### config.mk
export PLATFORM = sky130hd
export DESIGN_NAME = hlg_pow
export DESIGN_NICKNAME = d
export VERILOG_FILES = /design/src/hw/rtl/assert_macros.svh /design/src/hw/rtl/hlg_pkg.sv /design/src/hw/rtl/hlg_pow.sv
export SDC_FILE = /design/constraint.sdc
export NUM_CORES = 2
export LEC_CHECK = 0
export BUFFER_PORTS_ARGS = -buffer_cell sky130_fd_sc_hd__buf_2
export CORE_MARGIN = 2
export CORE_UTILIZATION = 50
export DETAILED_ROUTE_END_ITERATION = 8
export GPL_TIMING_DRIVEN = 0
export PLACE_DENSITY_LB_ADDON = 0.1
export RECOVER_POWER = 50
export SLEW_MARGIN = 40
export SYNTH_ARGS = -nofsm -noshare
export SYNTH_HDL_FRONTEND = slang
export SYNTH_SLANG_ARGS = --single-unit
### constraint.sdc
create_clock -name clk -period 20.1 [get_ports clk]
set_input_delay 1.005 -clock clk [delete_from_list [all_inputs] [get_ports clk]]
set_output_delay 1.005 -clock clk [all_outputs]
set_load 0.02 [all_outputs]
### src/hw/rtl/assert_macros.svh
// Assertion helpers; clk and rst are taken from the enclosing module.
`ifndef ASSERT_MACROS_SVH
`define ASSERT_MACROS_SVH

// checked only outside reset
`define ASSERT_RST(lbl, prop) lbl: assert property (@(posedge clk) disable iff (rst) prop) \
  else $error("assertion failed");

// checked on every edge
`define ASSERT_ALWAYS(lbl, prop) lbl: assert property (@(posedge clk) prop) \
  else $error("assertion failed");

`endif

### src/hw/rtl/hlg_pkg.sv
package hlg_pkg;

  localparam int FRAC_BITS = 16;
  localparam int IN_W      = FRAC_BITS + 4;
  localparam int LVL_W     = FRAC_BITS + 1;
  localparam int QP        = 30;
  localparam int SHIFT_P   = QP - FRAC_BITS;
  localparam int P_W       = QP + 1;
  localparam int S_W       = P_W + 1;
  localparam int K_W       = 27;
  localparam int ROOT_W    = 15;
  localparam int TERMS     = 12;

  typedef logic [LVL_W-1:0] lvl_t;

  localparam lvl_t ONE_F      = lvl_t'(1) << FRAC_BITS;
  localparam lvl_t SQRT_X_MAX = ONE_F / 12;
  localparam lvl_t SQR_X_MAX  = ONE_F >> 1;

  localparam logic [63:0] ONE_P   = 64'd1 << QP;
  localparam logic [63:0] CONST_A = 64'd192020225;
  localparam logic [63:0] CONST_B = ONE_P - 64'd4 * CONST_A;
  localparam logic [63:0] CONST_C = 64'd601199569;
  localparam logic [63:0] LN2_P   = 64'd744261118;
  localparam logic [63:0] CONST_K = (CONST_A * LN2_P + (ONE_P >> 1)) >> QP;
  localparam logic [63:0] CONST_D = CONST_C - CONST_K;

  // stage counts from the registered, clamped level to each path's output, and from acceptance to done
  localparam int LAT_LOG   = QP + 4;
  localparam int LAT_EXP   = 1 + 3 + QP + 1 + 3 * TERMS + 2;
  localparam int LAT_POW   = ROOT_W + 2;
  localparam int LAT_TOTAL = LAT_EXP + 2;

endpackage

### src/hw/rtl/hlg_pow.sv
module hlg_pow (
  input  logic          clk,
  input  hlg_pkg::lvl_t x,
  output hlg_pkg::lvl_t y_sqrt,
  output hlg_pkg::lvl_t y_sqr
);
  import hlg_pkg::*;

  localparam int V_W = 2 * ROOT_W;
  localparam logic [17:0] DIV3_M = 18'(((1 << 17) + 2) / 3);

  logic [V_W-1:0]    vv [0:ROOT_W];
  logic [ROOT_W-1:0] rt [0:ROOT_W];
  logic [V_W:0]      rnd;

  logic [2*LVL_W-1:0] sq;
  logic [2*LVL_W:0]   num;
  logic [17:0]        tn;
  logic [35:0]        qd;
  lvl_t               sd [0:LAT_POW-2];

  // square root segment: 3x scaled, one result bit per stage
  always_ff @(posedge clk) begin
    if (x <= SQRT_X_MAX) begin
      vv[0] <= V_W'((32'(x) * 32'd3) << FRAC_BITS);
    end else begin
      vv[0] <= '0;
    end
    rt[0] <= '0;
  end

  for (genvar s = 1; s <= ROOT_W; s++) begin : g_root
    logic [ROOT_W-1:0] c;
    logic [V_W-1:0]    csq;
    assign c   = rt[s-1] | (ROOT_W'(1) << (ROOT_W - s));
    assign csq = V_W'(c) * V_W'(c);
    always_ff @(posedge clk) begin
      vv[s] <= vv[s-1];
      if (csq <= vv[s-1]) begin
        rt[s] <= c;
      end else begin
        rt[s] <= rt[s-1];
      end
    end
  end

  // round to nearest: bump when the remainder exceeds the root
  assign rnd = (V_W+1)'(rt[ROOT_W]) * (V_W+1)'(rt[ROOT_W]) + (V_W+1)'(rt[ROOT_W]);

  always_ff @(posedge clk) begin
    if ((V_W+1)'(vv[ROOT_W]) > rnd) begin
      y_sqrt <= lvl_t'(rt[ROOT_W]) + lvl_t'(1);
    end else begin
      y_sqrt <= lvl_t'(rt[ROOT_W]);
    end
  end

  // square segment: (2x^2 + 3*2^16) / (3*2^17)
  assign num = {sq, 1'b0} + (2*LVL_W+1)'(3 << FRAC_BITS);
  assign tn  = 18'(num >> (FRAC_BITS + 1));
  assign qd  = 36'(tn) * 36'(DIV3_M);

  always_ff @(posedge clk) begin
    sq    <= (2*LVL_W)'(x) * (2*LVL_W)'(x);
    sd[0] <= lvl_t'(qd >> 17);
    for (int i = 1; i <= LAT_POW - 2; i++) begin
      sd[i] <= sd[i-1];
    end
  end

  assign y_sqr = sd[LAT_POW-2];

endmodule

==> metrics.yaml <==
die_h_um: 376
post_cts.repair.setup_buffers: 0
grt_use_met2_pct: 34.7
root_buffer: "clkbuf_16"
clk_latency_ns: 0.69
grt_pass1_wl_mm: 233
cp_max_fo: 10
reg2reg_depth: 34
synthCells: 6783
criticalPathCategory: "reg2reg"
h-tree-depth: 3
hold_class: "reg2reg"
synthMuxAreaShare_pct: 0.319
nets: 9239
grt.busiest_layer: "met2"
synth_area_sq_um: 69100
hold_viol: 0
drive_above_1_share_pct: 3.53
syn_to_final_growth_pct: 7.28
drt-pass1-iter-count: 5
critPathMaxStageDelay_ns: 0.57
rows: 136
max_freq_mhz: 105
worst_pin_slew_ns: 0.886
final_cell_mix: "inv_1 (1578), ha_1 (1247), fa_1 (1066)"
cts.sinks: 651
synth_edf_count: 0
cts_made_buffers: 73
ys_types: 80
die_w_um: 376
ios: 52
hold_buffers: 0
track_usage_pct: 20.3
synth_flop_cell: "dfxtp_1"
crit_end: "y_sqrt[14]"
final_common_cell: "inv_1"
drv_slew: 0
drtIter0Drc: 1528
fin_crit_sh_pct: 47.2
cpMaxStageDelayCell: "fa_1"
critPathLaunch: "rt[1][108]"
synth_top_family_by_area: "adder cells"
worstPathArrival_ns: 10.04
setup_viol: 0
grt_pass1_vias: 46300
synth_async_sr_flop_share_pct: 0
drt_wl_total_mm: 135
io_buffers: 49
end_kind: "flip-flop"
dpl.cell_count: 8627
critical_path_buf_inv_count: 6
cp.depth: 34
worst-r2r-setup-slack_ns: 10.60
cts_resized: 0
crit_family: "adder cells"
tns_ns: 0
reg2reg_from: "rt[1][108]"
cts_tree: "yes"
gp_congestion: 0.886
crit_required_ns: 20.64
maxCapViolCount: 0
via_count: 42900
synth-simple-area-share_pct: 9.09
viasPerCell: 4.90
antenna_left: 0
overflow: 0
cpMostUsedCell: "fa_1"
initial_core_util_pct: 50.3
grt.met1_usage_pct: 27.9
met3_usage_pct: 2.31
finalClockSkew_ns: 0.0483
syn_avg_cell_area_sq_um: 10.2
dieArea_sq_um: 141000
relSlewSlack_pct: 40.7
dp.final_hpwl_mm: 116
wl_per_cell_um: 15.4
finalCriticalPeriod_ns: 9.50
synthXorXnorAreaFrac_pct: 3.92
yosys_warnings: 0
ys_seq_area_share_pct: 18.9
core-area_sq_um: 137000
drc: 0
ys_ff_latch: 651
clkSlewWorstSetupHoldPaths_ns: 0.06
critPathLaunchType: "flip-flop"
cts_buffer_depth: 3
grt_max_degree: 16
layoutNonFillerInstCount: 8760
antenna_found_initial: 6
r2r-end: "y_sqrt[14]"
rsz0062_at_grt: "no"
synthAdderAreaFrac_pct: 53.5
hold_slack_ns: 0.298
synth-compound-area-share_pct: 4.96
run_status: "complete, no violations"
==> worst min-delay path by stage <==
| stage | from | endpoint | slack, ns | cells after the start |
|---|---|---|---|---|
| floorplan | sd[0][0] | sd[0][17] | 0.31 | 0 |
| global placement | sd[4][16] | sd[4][33] | 0.31 | 0 |
| detailed placement | sd[0][3] | sd[0][20] | 0.31 | 0 |
| CTS | sd[5][17] | sd[6][0] | 0.30 | 0 |
| global route | sd[5][17] | sd[6][0] | 0.30 | 0 |
| finish | sd[5][17] | sd[6][0] | 0.30 | 0 |
==> cell usage after synthesis, drive strengths merged (40+ instances only) <==
cell    instances  area [sq um]
nand2         339          1270
nor2b          58           363
ha           1247         15600
inv          1579          5930
a21o           68           510
xnor2         236          2070
and2          336          2100
fa           1066         21300
clkbuf        102           383
nand2b         47           294
xor2           73           639
nor2          257           965
dfxtp         651         13000
a21oi         156           788
o21ai         119           596
nor3           40           200
==> stage by stage <==
stage / util (%) / setup slack [ns] / area (sq um)
detailed placement: 52.1 / 10.61 / 71600
finish: 54.0 / 10.60 / 74100
floorplan: - / 12.29 / 69100
global placement: 52.1 / 10.59 / 71600
global route: 54.0 / 9.96 / 74100
CTS: 54.0 / 10.54 / 74100
==> layout make-up <==
cell class	instances	area, sq um
tap	1794	2240
clock inverter	42	546
buffer	126	549
fill	12400	63200
multi-input combinational	4423	49600
sequential	651	13000
antenna	2	5.00
inverter	1584	5950
timing repair buffer	49	245
clock buffer	89	1980
==> worst reg2reg max path: cells and delay by family (launching register included) <==
family                   cells  cell delay, ns
XOR/XNOR                     2            0.24
AND/OR/NAND/NOR              7            1.31
flip-flops                   1            0.44
buffers and inverters        6            1.29
AO/OA/AOI/OAI               11            2.18
adder cells (fa/ha/maj)      8            3.89
==> sequential cells by signal (all words and copies together), names as in the netlist <==
register  cells
sq           19
vv          224
y_sqrt       16
sd          272
rt          120
==> layer usage <==
metal / up-vias / part of all wire, %
li1: 21300 / -
met1: 21100 / 47
met2: 447 / 48
met3: 133 / 2.7
met4: 6 / 1.6
met5: - / 0.027
==> cell families (layout without fill, tap and decap cells) <==
| group | after synthesis | count (layout) |
|---|---|---|
| adder cells (fa/ha/maj) | 2313 | 2313 |
| buffers and inverters | 1710 | 1890 |
| flip-flops | 651 | 651 |
| AO/OA/AOI/OAI | 532 | 532 |
| other | 1 | 4 |
| AND/OR/NAND/NOR | 1247 | 1247 |
| XOR/XNOR | 309 | 309 |
| multiplexers | 20 | 20 |
Power is left out: the tool's default activity adds up to more than one toggle a clock period on the data nets, which glitch-free logic cannot reach.
